--- src/rtl/itt_pkg.sv ---
package itt_pkg;

  localparam int unsigned RpmW   = 16;
  localparam int unsigned TrimW  = 11;
  localparam int unsigned WeightW = 3;
  localparam int unsigned CfgIdxW = 8;
  localparam int unsigned CfgDataW = 16;
  localparam int unsigned QueueDepth = 2;

  localparam logic [CfgIdxW-1:0] RegTrimMode  = 8'd0;
  localparam logic [CfgIdxW-1:0] RegIntensity = 8'd1;
  localparam logic [CfgIdxW-1:0] RegRpmLow    = 8'd2;
  localparam logic [CfgIdxW-1:0] RegRpmHigh   = 8'd3;

  typedef enum logic [2:0] {
    ModeStandard   = 3'd0,
    ModeSoft       = 3'd1,
    ModeResponsive = 3'd2,
    ModePatternA   = 3'd3,
    ModePatternB   = 3'd4,
    ModePatternC   = 3'd5,
    ModeCustom     = 3'd6,
    ModeInvalid    = 3'd7
  } trim_mode_e;

  localparam logic [3:0]      IntensityMax = 4'd10;
  localparam logic [RpmW-1:0] RpmLowMin    = 16'd500;
  localparam logic [RpmW-1:0] RpmHighMax   = 16'd5000;
  localparam logic [RpmW-1:0] ThrottleMax  = 16'd50;
  localparam logic [RpmW:0]   GuardBand    = 17'd100;
  localparam logic [4:0]      StepUnit     = 5'd20;
  localparam logic signed [12:0] TrimLimit = 13'sd800;

  localparam logic [TrimW-1:0] ResetMode      = 11'd0;
  localparam logic [3:0]       ResetIntensity = 4'd0;
  localparam logic [RpmW-1:0]  ResetRpmLow    = 16'd1150;
  localparam logic [RpmW-1:0]  ResetRpmHigh   = 16'd1700;

  typedef logic signed [WeightW-1:0] weight_t;

  typedef struct packed {
    trim_mode_e      mode;
    logic [3:0]      intensity;
    logic [RpmW-1:0] rpm_low;
    logic [RpmW-1:0] rpm_high;
  } cfg_t;

  // One queue entry: the signed pattern weight, already zeroed when the
  // event is inactive or a guard band suppresses it.
  typedef struct packed {
    weight_t weight;
  } entry_t;

  typedef struct packed {
    logic   valid;
    entry_t entry;
  } push_t;

  function automatic weight_t pat_a(input logic [2:0] idx);
    weight_t w;
    case (idx)
      3'd0: w = 3'sd2;
      3'd1: w = -3'sd1;
      3'd2: w = -3'sd2;
      3'd3: w = 3'sd1;
      3'd4: w = 3'sd2;
      3'd5: w = -3'sd1;
      3'd6: w = -3'sd3;
      default: w = 3'sd1;
    endcase
    return w;
  endfunction

  function automatic weight_t pat_b(input logic [3:0] idx);
    weight_t w;
    case (idx)
      4'd0, 4'd2, 4'd6, 4'd8: w = 3'sd2;
      4'd4, 4'd10:            w = 3'sd1;
      4'd5, 4'd11:            w = -3'sd3;
      default:                w = -3'sd2;
    endcase
    return w;
  endfunction

  function automatic weight_t pat_c(input logic [3:0] idx);
    weight_t w;
    case (idx)
      4'd0, 4'd4: w = 3'sd3;
      4'd1, 4'd5, 4'd7: w = -3'sd3;
      4'd2, 4'd8: w = 3'sd2;
      4'd6:       w = 3'sd1;
      default:    w = -3'sd2;
    endcase
    return w;
  endfunction

  function automatic weight_t pat_custom(input logic [2:0] idx);
    weight_t w;
    case (idx)
      3'd0: w = 3'sd2;
      3'd1: w = -3'sd2;
      3'd2: w = 3'sd1;
      3'd3: w = -3'sd1;
      3'd4: w = 3'sd3;
      3'd5: w = -3'sd3;
      3'd6: w = 3'sd1;
      default: w = -3'sd2;
    endcase
    return w;
  endfunction

endpackage

--- src/rtl/itt_in_if.sv ---
interface itt_in_if;
  logic        valid;
  logic        ready;
  logic [15:0] engine_rpm;
  logic [15:0] throttle_pos;

  modport source (output valid, output engine_rpm, output throttle_pos, input ready);
  modport sink   (input valid, input engine_rpm, input throttle_pos, output ready);
endinterface

--- src/rtl/itt_out_if.sv ---
interface itt_out_if;
  logic               valid;
  logic               ready;
  logic signed [10:0] trim_centideg;

  modport source (output valid, output trim_centideg, input ready);
  modport sink   (input valid, input trim_centideg, output ready);
endinterface

--- src/rtl/itt_cfg_if.sv ---
interface itt_cfg_if;
  logic        valid;
  logic        ready;
  logic [7:0]  index;
  logic [15:0] data;

  modport source (output valid, output index, output data, input ready);
  modport sink   (input valid, input index, input data, output ready);
endinterface

--- src/rtl/ignition_timing_trim_pattern_top.sv ---
// Spark timing trim generator: one request per combustion event (engine speed and
// throttle) gives one signed trim in hundredths of a degree, in request order. The
// block takes a new request every clock cycle while its input ready is high; the
// result is written into the queue at the accepting edge and then into the output
// register, from which it is presented. Stalls on the output side are absorbed by
// the two-entry queue before the input ready drops. Configuration registers (index
// 0 mode, 1 intensity, 2 low speed limit, 3 high speed limit) are written through
// the configuration channel, which is always ready, and must only be written while
// no request is in flight.
module ignition_timing_trim_pattern_top (
  input  logic clk_i,
  input  logic rst_ni,
  itt_cfg_if.sink   cfg_i,
  itt_in_if.sink    in_i,
  itt_out_if.source out_o
);
  import itt_pkg::*;

  cfg_t   cfg_q;
  push_t  push;
  push_t  head;
  logic   push_ready;
  logic   pop;
  logic   cfg_write;

  assign cfg_i.ready = 1'b1;
  assign cfg_write   = cfg_i.valid;

  always_ff @(posedge clk_i or negedge rst_ni) begin
    if (!rst_ni) begin
      cfg_q.mode      <= ModeStandard;
      cfg_q.intensity <= ResetIntensity;
      cfg_q.rpm_low   <= ResetRpmLow;
      cfg_q.rpm_high  <= ResetRpmHigh;
    end else if (cfg_write) begin
      case (cfg_i.index)
        RegTrimMode:  cfg_q.mode      <= trim_mode_e'(cfg_i.data[2:0]);
        RegIntensity: cfg_q.intensity <= cfg_i.data[3:0];
        RegRpmLow:    cfg_q.rpm_low   <= cfg_i.data;
        RegRpmHigh:   cfg_q.rpm_high  <= cfg_i.data;
        default:      ;
      endcase
    end
  end

  itt_front u_front (
    .clk_i        (clk_i),
    .rst_ni       (rst_ni),
    .cfg_i        (cfg_q),
    .in_i         (in_i),
    .push_ready_i (push_ready),
    .push_o       (push)
  );

  itt_fifo u_fifo (
    .clk_i        (clk_i),
    .rst_ni       (rst_ni),
    .push_i       (push),
    .push_ready_o (push_ready),
    .head_o       (head),
    .pop_i        (pop)
  );

  itt_back u_back (
    .clk_i       (clk_i),
    .rst_ni      (rst_ni),
    .intensity_i (cfg_q.intensity),
    .head_i      (head),
    .pop_o       (pop),
    .out_o       (out_o)
  );

endmodule

--- src/rtl/itt_front.sv ---
module itt_front (
  input  logic               clk_i,
  input  logic               rst_ni,
  input  itt_pkg::cfg_t      cfg_i,
  itt_in_if.sink             in_i,
  input  logic               push_ready_i,
  output itt_pkg::push_t     push_o
);
  import itt_pkg::*;

  logic [7:0] phase_q, phase_d;
  logic [3:0] mod12_q, mod12_d;
  logic [3:0] mod10_q, mod10_d;

  logic       cfg_ok;
  logic       active;
  logic       accept;
  logic       low_guard;
  logic       high_guard;
  logic [7:0] phase_n;
  logic [3:0] mod12_n;
  logic [3:0] mod10_n;
  weight_t    weight_raw;
  weight_t    weight;

  assign cfg_ok = (cfg_i.mode != ModeInvalid) && (cfg_i.intensity <= IntensityMax) &&
                  (cfg_i.rpm_low >= RpmLowMin) && (cfg_i.rpm_high <= RpmHighMax) &&
                  (cfg_i.rpm_low < cfg_i.rpm_high);

  assign active = cfg_ok && (cfg_i.mode != ModeStandard) && (cfg_i.intensity != 4'd0) &&
                  (in_i.engine_rpm >= cfg_i.rpm_low) &&
                  (in_i.engine_rpm <= cfg_i.rpm_high) &&
                  (in_i.throttle_pos <= ThrottleMax);

  assign in_i.ready = push_ready_i;
  assign accept     = in_i.valid && push_ready_i;

  // The residues modulo 12 and 10 follow the phase counter, restarting
  // together with it when it wraps from 255 to 0.
  assign phase_n = phase_q + 8'd1;
  assign mod12_n = (phase_q == 8'hFF || mod12_q == 4'd11) ? 4'd0 : mod12_q + 4'd1;
  assign mod10_n = (phase_q == 8'hFF || mod10_q == 4'd9)  ? 4'd0 : mod10_q + 4'd1;

  always_comb begin
    case (cfg_i.mode)
      ModeSoft:       weight_raw = -3'sd1;
      ModeResponsive: weight_raw = 3'sd1;
      ModePatternA:   weight_raw = pat_a(phase_n[2:0]);
      ModePatternB:   weight_raw = pat_b(mod12_n);
      ModePatternC:   weight_raw = pat_c(mod10_n);
      default:        weight_raw = pat_custom(phase_n[2:0]);
    endcase
  end

  assign low_guard  = {1'b0, in_i.engine_rpm} <= ({1'b0, cfg_i.rpm_low} + GuardBand);
  assign high_guard = ({1'b0, in_i.engine_rpm} + GuardBand) >= {1'b0, cfg_i.rpm_high};

  always_comb begin
    weight = weight_raw;
    if (!active) begin
      weight = '0;
    end else if (weight_raw < 0 && low_guard) begin
      weight = '0;
    end else if (weight_raw > 0 && high_guard) begin
      weight = '0;
    end
  end

  assign push_o.valid        = in_i.valid;
  assign push_o.entry.weight = weight;

  always_comb begin
    phase_d = phase_q;
    mod12_d = mod12_q;
    mod10_d = mod10_q;
    if (accept && active) begin
      phase_d = phase_n;
      mod12_d = mod12_n;
      mod10_d = mod10_n;
    end
  end

  always_ff @(posedge clk_i or negedge rst_ni) begin
    if (!rst_ni) begin
      phase_q <= '0;
      mod12_q <= '0;
      mod10_q <= '0;
    end else begin
      phase_q <= phase_d;
      mod12_q <= mod12_d;
      mod10_q <= mod10_d;
    end
  end

  a_phase_hold: assert property (@(posedge clk_i) disable iff (!rst_ni)
    (accept && !active) |=> $stable(phase_q))
    else $error("phase moved on an inactive event");

  a_residue_range: assert property (@(posedge clk_i) disable iff (!rst_ni)
    (mod12_q < 4'd12) && (mod10_q < 4'd10))
    else $error("phase residue out of range");

  a_residue_zero: assert property (@(posedge clk_i) disable iff (!rst_ni)
    (phase_q == 8'd0) |-> (mod12_q == 4'd0 && mod10_q == 4'd0))
    else $error("phase residues not aligned at phase zero");

endmodule

--- src/rtl/itt_fifo.sv ---
module itt_fifo (
  input  logic              clk_i,
  input  logic              rst_ni,
  input  itt_pkg::push_t    push_i,
  output logic              push_ready_o,
  output itt_pkg::push_t    head_o,
  input  logic              pop_i
);
  import itt_pkg::*;

  localparam int unsigned PtrW = $clog2(QueueDepth);
  localparam int unsigned CntW = $clog2(QueueDepth + 1);

  entry_t          mem_q [QueueDepth];
  logic [PtrW-1:0] wr_ptr_q, wr_ptr_d;
  logic [PtrW-1:0] rd_ptr_q, rd_ptr_d;
  logic [CntW-1:0] count_q, count_d;
  logic            push;
  logic            pop;

  assign push_ready_o = count_q != CntW'(QueueDepth);
  assign push         = push_i.valid && push_ready_o;
  assign pop          = pop_i && (count_q != '0);

  assign head_o.valid = count_q != '0;
  assign head_o.entry = mem_q[rd_ptr_q];

  always_comb begin
    wr_ptr_d = wr_ptr_q;
    rd_ptr_d = rd_ptr_q;
    count_d  = count_q;
    if (push) begin
      wr_ptr_d = (wr_ptr_q == PtrW'(QueueDepth - 1)) ? '0 : wr_ptr_q + PtrW'(1);
    end
    if (pop) begin
      rd_ptr_d = (rd_ptr_q == PtrW'(QueueDepth - 1)) ? '0 : rd_ptr_q + PtrW'(1);
    end
    case ({push, pop})
      2'b10:   count_d = count_q + CntW'(1);
      2'b01:   count_d = count_q - CntW'(1);
      default: count_d = count_q;
    endcase
  end

  always_ff @(posedge clk_i) begin
    if (push) begin
      mem_q[wr_ptr_q] <= push_i.entry;
    end
  end

  always_ff @(posedge clk_i or negedge rst_ni) begin
    if (!rst_ni) begin
      wr_ptr_q <= '0;
      rd_ptr_q <= '0;
      count_q  <= '0;
    end else begin
      wr_ptr_q <= wr_ptr_d;
      rd_ptr_q <= rd_ptr_d;
      count_q  <= count_d;
    end
  end

  a_count_range: assert property (@(posedge clk_i) disable iff (!rst_ni)
    count_q <= CntW'(QueueDepth))
    else $error("queue count overflow");

  a_count_track: assert property (@(posedge clk_i) disable iff (!rst_ni)
    (push && !pop) |=> (count_q == $past(count_q) + CntW'(1)))
    else $error("queue count did not follow a push");

  a_ptr_gap: assert property (@(posedge clk_i) disable iff (!rst_ni)
    (count_q == '0) |-> (wr_ptr_q == rd_ptr_q))
    else $error("queue pointers apart while empty");

endmodule

--- src/rtl/itt_back.sv ---
module itt_back (
  input  logic              clk_i,
  input  logic              rst_ni,
  input  logic [3:0]        intensity_i,
  input  itt_pkg::push_t    head_i,
  output logic              pop_o,
  itt_out_if.source         out_o
);
  import itt_pkg::*;

  logic                    out_valid_q, out_valid_d;
  logic signed [TrimW-1:0] trim_q;
  logic signed [TrimW-1:0] trim_d;
  logic [8:0]              step;
  logic signed [12:0]      product;

  assign step    = 9'(intensity_i * StepUnit);
  assign product = 13'(13'(signed'(head_i.entry.weight)) * signed'({4'd0, step}));

  always_comb begin
    if (product > TrimLimit) begin
      trim_d = TrimW'(TrimLimit);
    end else if (product < -TrimLimit) begin
      trim_d = TrimW'(-TrimLimit);
    end else begin
      trim_d = TrimW'(product);
    end
  end

  assign pop_o       = head_i.valid && (!out_valid_q || out_o.ready);
  assign out_valid_d = pop_o || (out_valid_q && !out_o.ready);

  always_ff @(posedge clk_i) begin
    if (pop_o) begin
      trim_q <= trim_d;
    end
  end

  always_ff @(posedge clk_i or negedge rst_ni) begin
    if (!rst_ni) begin
      out_valid_q <= 1'b0;
    end else begin
      out_valid_q <= out_valid_d;
    end
  end

  assign out_o.valid         = out_valid_q;
  assign out_o.trim_centideg = trim_q;

  a_trim_range: assert property (@(posedge clk_i) disable iff (!rst_ni)
    out_valid_q |-> (trim_q <= 11'sd800 && trim_q >= -11'sd800))
    else $error("trim outside the clamp range");

  a_no_overwrite: assert property (@(posedge clk_i) disable iff (!rst_ni)
    (out_valid_q && !out_o.ready) |-> !pop_o)
    else $error("held result overwritten");

  a_pop_fill: assert property (@(posedge clk_i) disable iff (!rst_ni)
    pop_o |=> out_valid_q)
    else $error("popped entry did not reach the output");

endmodule
--- src/flat_wrapper.sv ---
// flat-port wrapper written by rule: the top's interface ports become plain ports
module ignition_timing_trim_pattern_top_flat import itt_pkg::*;
  (clk_i, rst_ni, cfg_i_valid, cfg_i_index, cfg_i_data, cfg_i_ready, in_i_valid, in_i_engine_rpm, in_i_throttle_pos, in_i_ready, out_o_valid, out_o_trim_centideg, out_o_ready);
  itt_cfg_if cfg_i_i ();
  itt_in_if in_i_i ();
  itt_out_if out_o_i ();
  input  logic clk_i;
  input  logic rst_ni;
  input wire logic [$bits(cfg_i_i.valid)-1:0] cfg_i_valid;
  input wire logic [$bits(cfg_i_i.index)-1:0] cfg_i_index;
  input wire logic [$bits(cfg_i_i.data)-1:0] cfg_i_data;
  output wire logic [$bits(cfg_i_i.ready)-1:0] cfg_i_ready;
  input wire logic [$bits(in_i_i.valid)-1:0] in_i_valid;
  input wire logic [$bits(in_i_i.engine_rpm)-1:0] in_i_engine_rpm;
  input wire logic [$bits(in_i_i.throttle_pos)-1:0] in_i_throttle_pos;
  output wire logic [$bits(in_i_i.ready)-1:0] in_i_ready;
  output wire logic [$bits(out_o_i.valid)-1:0] out_o_valid;
  output wire logic [$bits(out_o_i.trim_centideg)-1:0] out_o_trim_centideg;
  input wire logic [$bits(out_o_i.ready)-1:0] out_o_ready;
  assign cfg_i_i.valid = cfg_i_valid;
  assign cfg_i_i.index = cfg_i_index;
  assign cfg_i_i.data = cfg_i_data;
  assign cfg_i_ready = cfg_i_i.ready;
  assign in_i_i.valid = in_i_valid;
  assign in_i_i.engine_rpm = in_i_engine_rpm;
  assign in_i_i.throttle_pos = in_i_throttle_pos;
  assign in_i_ready = in_i_i.ready;
  assign out_o_valid = out_o_i.valid;
  assign out_o_trim_centideg = out_o_i.trim_centideg;
  assign out_o_i.ready = out_o_ready;
  ignition_timing_trim_pattern_top u_core (.clk_i(clk_i), .rst_ni(rst_ni), .cfg_i(cfg_i_i), .in_i(in_i_i), .out_o(out_o_i));
endmodule
--- config.mk ---
export PLATFORM = sky130hd
export DESIGN_NAME = ignition_timing_trim_pattern_top_flat
export DESIGN_NICKNAME = d
export VERILOG_FILES = /design/src/rtl/itt_pkg.sv /design/src/rtl/itt_in_if.sv /design/src/rtl/itt_out_if.sv /design/src/rtl/itt_cfg_if.sv /design/src/rtl/ignition_timing_trim_pattern_top.sv /design/src/rtl/itt_front.sv /design/src/rtl/itt_fifo.sv /design/src/rtl/itt_back.sv /design/src/flat_wrapper.sv
export SDC_FILE = /design/constraint.sdc
export NUM_CORES = 1
export LEC_CHECK = 0
export ABC_AREA = 1
export BUFFER_PORTS_ARGS = -buffer_cell sky130_fd_sc_hd__buf_2
export CORE_ASPECT_RATIO = 0.8
export CORE_MARGIN = 1.5
export CORE_UTILIZATION = 66
export CTS_BUF_LIST = sky130_fd_sc_hd__clkbuf_16
export DETAILED_ROUTE_END_ITERATION = 6
export PLACE_DENSITY = 0.95
export SKIP_CTS_REPAIR_TIMING = 1
export SLEW_MARGIN = 20
export SYNTH_ARGS = -nofsm -noshare
export SYNTH_HDL_FRONTEND = slang
export SYNTH_SLANG_ARGS = --single-unit
--- constraint.sdc ---
create_clock -name clk_i -period 12.6 [get_ports clk_i]
set_input_delay 1.89 -clock clk_i [delete_from_list [all_inputs] [get_ports clk_i]]
set_output_delay 1.89 -clock clk_i [all_outputs]
set_load 0.02 [all_outputs]
== After elaboration in Yosys (flattened, before gate mapping) ==
Memory sizes are Yosys's and may differ from the RTL's.
Index checks and enable logic that the tools add are counted.

* Add/subtract/negate cells: 9
* Multipliers: 2
* $lt $le $gt $ge: 13
* Equal/unequal tests: 21
* Muxes and demuxes: 14
* Reduce and logical (&&, ||, !) cells: 36

{| class="wikitable"
|+ Operator list
! operator !! number
|-
| adder 16 x 7 -> 17 bit, second input constant || 2
|-
| one-hot mux 3 bit (5 select lines) || 2
|-
| >= comparator 17 x 16 -> 1 bit || 1
|-
| <= comparator 16 x 17 -> 1 bit || 1
|-
| == test 8 x 2 -> 1 bit, second input constant || 2
|-
| >= comparator 16 bit || 1
|-
| >= comparator 16 x 9 -> 1 bit, second input constant || 1
|-
| <= comparator 16 x 13 -> 1 bit, second input constant || 1
|-
| <= comparator 16 bit || 1
|-
| <= comparator 16 x 6 -> 1 bit, second input constant || 1
|-
| logical AND 1 bit || 16
|-
| less-than comparator 16 bit || 1
|-
| == test 3 bit, second input constant || 5
|-
| > comparator 13 x 11 -> 1 bit, second input constant || 1
|-
| less-than comparator 13 x 11 -> 1 bit, second input constant || 1
|-
| == test 3 x 2 -> 1 bit, second input constant || 4
|-
| one-hot mux 3 bit (4 select lines) || 1
|-
| multiplier 3 x 8 -> 11 bit || 1
|-
| two-way mux 11 bit || 1
|-
| two-way mux 3 bit || 3
|-
| adder 4 x 1 -> 4 bit, second input constant || 2
|-
| adder 8 x 1 -> 8 bit, second input constant || 1
|-
| == test 4 bit, second input constant || 2
|-
| == test 8 x 1 -> 1 bit, second input constant || 1
|-
| 25 further kinds || 42
|}

* Flip-flop bits (word level): 71
* Bits in writable memories: 6
* ROM bits: 96
* Input bits: 61
* Output and inout port bits: 14
* Word-level logic and storage cells: 111
* Memories: 3

{| class="wikitable"
|+ Memory list
! name !! depth !! bits a word !! rd ports !! clocked after Yosys merged registers in !! write ports !! RTL line !! RTL
|-
| (name not given) || 16 || 3 || 1 || 0 || 0 || itt_pkg.sv:76 || <nowiki>case (idx)</nowiki>
|-
| (name not given) || 16 || 3 || 1 || 0 || 0 || itt_pkg.sv:87 || <nowiki>case (idx)</nowiki>
|-
| u_core.u_fifo.mem_q || 2 || 3 || 1 || 0 || 1 || itt_fifo.sv:14 || <nowiki>entry_t mem_q [QueueDepth];</nowiki>
|}

== Logic depth before layout (Yosys ltp) ==
* Word-level depth: 11
* Depth in mapped cells: 21
* Mapped depth without buffers: 21

== Hierarchy ==
Synthesis repeated with hierarchy kept, for this count alone.

* Cell total of the unflattened synthesis: 1070
* Area, all modules: 7743.7 sq um

{| class="wikitable"
|+ Modules (own cells, without submodules)
! module !! times used !! cells each !! area an instance (sq um) !! seq. area each (sq um)
|-
| itt_front || 1 || 645 || 4097.7 || 400.4
|-
| ignition_timing_trim_pattern_top || 1 || 189 || 1776.7 || 991.0
|-
| itt_back || 1 || 191 || 1412.6 || 295.3
|-
| itt_fifo || 1 || 45 || 456.7 || 280.3
|}

== Worst setup path after synthesis ==
Ideal clock, no wire load.

* Path type: register to register
* Start: register u_core.cfg_q[33] in the netlist's numbering
* End: register u_core.u_back.trim_q[7] (netlist: u_core.u_back.out_o.trim_centideg[7]) (data pin)
* Library setup time: 0.249 ns
* Arrival time: 3.758 ns
* Required time: 12.351 ns
* Setup slack: 8.593 ns
* Stages on the path, launching flop included: 22
* Path buffers: 0
* Period minus slack after synthesis: 4.007 ns
* Path through: dfrtp_1 > ha_1 > ha_1 > fa_1 > xnor2_1 > inv_1 > nand2_1 > fa_1 > inv_1 > ha_1 > ha_1 > a21oi_1 > o21ai_1 > nand2_1 > nand2_1 > a21oi_2 > xor2_1 > nand2_1 > o21ai_2 > nand2_1 > nand2_1 > inv_1

* Cells in the longest elaborated chain, start to end: 4
* Elaborated cells between the ends (all ways): 5
* Those cells by class: 2 x mul; 2 x order compare; 1 x mux

{| class="wikitable"
|+ Ends and longest elaborated chain
! item !! RTL line !! RTL
|-
| start: declaration || ignition_timing_trim_pattern_top.sv:19 || <nowiki>cfg_t cfg_q;</nowiki>
|-
| multiplier 4 x 3 -> 7 bit * || itt_back.sv:17 || <nowiki>assign step = 9'(intensity_i * StepUnit);</nowiki>
|-
| multiplier 3 x 8 -> 11 bit * || itt_back.sv:18 || <nowiki>assign product = 13'(13'(signed'(head_i.entry.weight)) * signed'({4'd0, step}));</nowiki>
|-
| less-than comparator 13 x 11 -> 1 bit || itt_back.sv:23 || <nowiki>end else if (product < -TrimLimit) begin</nowiki>
|-
| two-way mux 11 bit || itt_back.sv:23 ||
|-
| end signal: assignment || itt_back.sv:35 || <nowiki>trim_q <= trim_d;</nowiki>
|-
| end: declaration || itt_back.sv:12 || <nowiki>logic signed [TrimW-1:0] trim_q;</nowiki>
|}

Mark *: on every way between the ends. The rest lies on a longest branch, timed or not.
A chain may end at the register's enable or synchronous reset.

== Worst setup path in the final report ==
Ends and elaborated chain as after synthesis.

==> results.ini <==
[status]
status = finished, final reports clean

[power]
seqPwrFrac_pct = 31.7
combPwrFrac_pct = 39.6
irDropWorstVdd_mv = 0.0775
p_sw_share_pct = 38.3
power.density_nw_per_um2 = 124
p_clk_share_pct = 28.7
switchingPower_uw = 378
intPower_uw = 611
power_leakage_uw = 0.00414

[synthesis]
yosys_warnings = 0
synth_top_area_cell = ha_1
synth_seq_area_share_pct = 27.4
synth_cell_types = 44
yosysMostFrequentCell = nand2_1
avgSynthCellArea_sq_um = 7.31
synth_ff_type = dfrtp_1
syn-instance-count = 982
synth_area_leaders = ha_1, dfrtp_1, nand2_1, inv_1, edfxtp_1
async_flop_share_pct = 80.0
yosys.area.top_type_share_pct = 19.0
ys_seq_elements = 75
synth_edf_count = 15
synth_common_cells = nand2_1, inv_1, ha_1
syn_area_sq_um = 7170

[hold_path]
hp-start = u_core.cfg_q[6]
holdPathEnd = u_core.cfg_q[6]
worstHoldPathType = reg -> reg
min_path_cells = 2

[die]
dieArea_sq_um = 11500
rows = 33
die_h_um = 96.3
die_w_um = 120
start_util_pct = 69.0
pin_count = 75
core_area_sq_um = 10400

[critical_path]
r2r_cells = 17
critical_path.cell_chain = ha_1, ha_1, fa_1, inv_1, nor2_1, fa_1, ha_1, inv_1, fa_1, xnor2_1, inv_1, o311ai_0, nand2_1, o21ai_2, nand2_1, nand2_1, inv_1
regToRegSetupSlack_ns = 8.13
cp_slowest_cell = fa_1
crit_start = u_core.cfg_q[33]
worst_setup_path_start_kind = flop
r2r_end = u_core.u_back.out_o.trim_centideg[7]
crit_arrival_ns = 4.57
required_ns = 12.70
worst_path_largest_cell_delay_ns = 0.49
worst_setup_path_end_kind = flop
crit_path_frequent_cell = inv_1
worstSetupPathType = reg -> reg
worstPathMaxFanout = 6
regToRegStartpoint = u_core.cfg_q[33]

[grt]
grt-ovfl-total = 0
grt_pass1_wl_um = 29000
antenna_found_initial = 0
first_global_vias = 6413
gr-usage-all-layers_pct = 31.8
grt_max_degree = 61

[finish]
antenna_cells = 0
area_growth_syn_to_layout_pct = 11.2
fin_area_sq_um = 7980
nets = 1233
drive_gt1_share_pct = 12.7

[route]
final_antenna_net_count = 0
dr.pass1.iters = 5
wl_met2_um = 7810
drt-met1-wl_um = 7500
drc = 0
wirelength_um = 17200
num_vias = 6718
drtIter0Drc = 623
wl_per_cell_um = 14.4
via_per_inst = 5.60
dr_wl_met3_um = 1480
routed.top_layer = met4

[clock_tree]
cts_htree_levels = 3
root_buffer = clkbuf_16
insertion_delay_ns = 0.34
clock-sinks = 75
cts_buffers = 9
clk_pin_slew_worst_paths_ns = 0.06
tritoncts = built
clockBufferDepth = 2

[placed_design]
dpl-instance-area_sq_um = 7640
place.gp.congestion = 0.913
port_buffers = 71
dpl.hpwl_um = 13300

[sta]
tightest_slew_ns = 1.08
rsz0062_at_grt = no
relSlewSlack_pct = 27.7
setup_viol = 0
drv_slew = 0
finalCriticalPeriod_ns = 4.47
hold_violations = 0
setup_tns_ns = 0
max_freq_mhz = 224
finClkSkew_ns = 0.00747
post-route-period-util_pct = 35.5

[job]
max_cap_violations = 0

-- per-stage QoR --
step	hold WS, ns	cells	worst slack (ns)	util (%)	power (uW)
after floorplan	0.453	983	8.59	-	589
after global placement	0.468	1184	8.20	73.5	672
after CTS	0.487	1200	8.11	76.7	986
after detailed placement	0.473	1184	8.10	73.5	700
after global routing	0.506	1200	7.79	76.7	1060
final	0.483	1200	8.13	76.7	989
-- sequential cells by signal, indices dropped and copies added (netlist names) --
signal / flops
u_core.u_back.out_o.trim_centideg: 9
u_core.u_front.mod10_q: 4
u_core.u_fifo.wr_ptr_q: 1
u_core.u_fifo.rd_ptr_q: 1
u_core.u_back.out_o.valid: 1
u_core.u_front.phase_q: 8
u_core.u_fifo.count_q: 2
u_core.u_fifo.mem_q: 6
u_core.cfg_q: 39
u_core.u_front.mod12_q: 4
-- placed cells by master, fill, tap and decap left out, types with 3 or more instances in the layout --
cell and n:
a21oi_1 44, buf_2 71, clkbuf_16 10, conb_1 3, dfrtp_1 48, dfstp_2 12, edfxtp_1 15, fa_1 8
ha_1 109, inv_1 161, inv_2 5, nand2_1 241, nand2_2 6, nand3_1 49, nand3b_1 7, nand4_1 15
nor2_1 90, nor2_4 3, nor3_1 20, o21ai_0 54, o21ai_1 10, o21ai_2 8, or2_2 4, xnor2_1 9
xor2_1 30
-- power by group through the flow --
stage               Sequential [uW]  Clock [uW]  Combinational [uW]
floorplan                       332           0                 257
global placement                315           0                 357
detailed placement              316           0                 384
CTS                             313         285                 389
global route                    318         294                 445
finish                          313         284                 392
-- layer usage --
layer	vias to the layer above	GRT usage [%]
li1	3311	-
met1	3048	41.3
met2	315	52.8
met3	44	6.64
met4	0	12.5
met5	-	0
-- worst max-delay path by stage --
| stage | to | depth (start not counted) | slack (ns) |
|---|---|---|---|
| detailed placement | u_core.u_fifo.mem_q[0][0] | 18 | 8.10 |
| global placement | u_core.u_fifo.mem_q[0][0] | 19 | 8.20 |
| floorplan | u_core.u_back.out_o.trim_centideg[7] | 21 | 8.59 |
| finish | u_core.u_back.out_o.trim_centideg[7] | 17 | 8.13 |
| global route | u_core.u_back.out_o.trim_centideg[2] | 16 | 7.79 |
| CTS | u_core.u_back.out_o.trim_centideg[7] | 17 | 8.11 |
-- cell families after synthesis --
group           share of synthesized area, %
compound gates                          10.0
other cells                            0.105
fa+ha+maj                               21.2
simple gates                            26.8
buf+inv                                 9.63
flops                                   27.4
xor+xnor                                4.76
-- critical path: cells and delay by family, from the launching register on --
family / cells / cell delay (ns)
xor+xnor: 1 / 0.18
buf+inv: 4 / 0.27
simple gates: 4 / 0.43
fa+ha+maj: 6 / 2.29
flops: 1 / 0.44
compound gates: 2 / 0.63
-- area by class of cell --
type                    instances  area (sq um)
multi-input cells             732          4520
repair buffers                 72           363
clock buffers                  10           250
flip-flops and latches         75          1970
fillers                       734          2430
inverters                     165           619
well taps                     140           175
clock inverters                 6          81.3
Note: power is estimated with default switching activity, not from simulation.
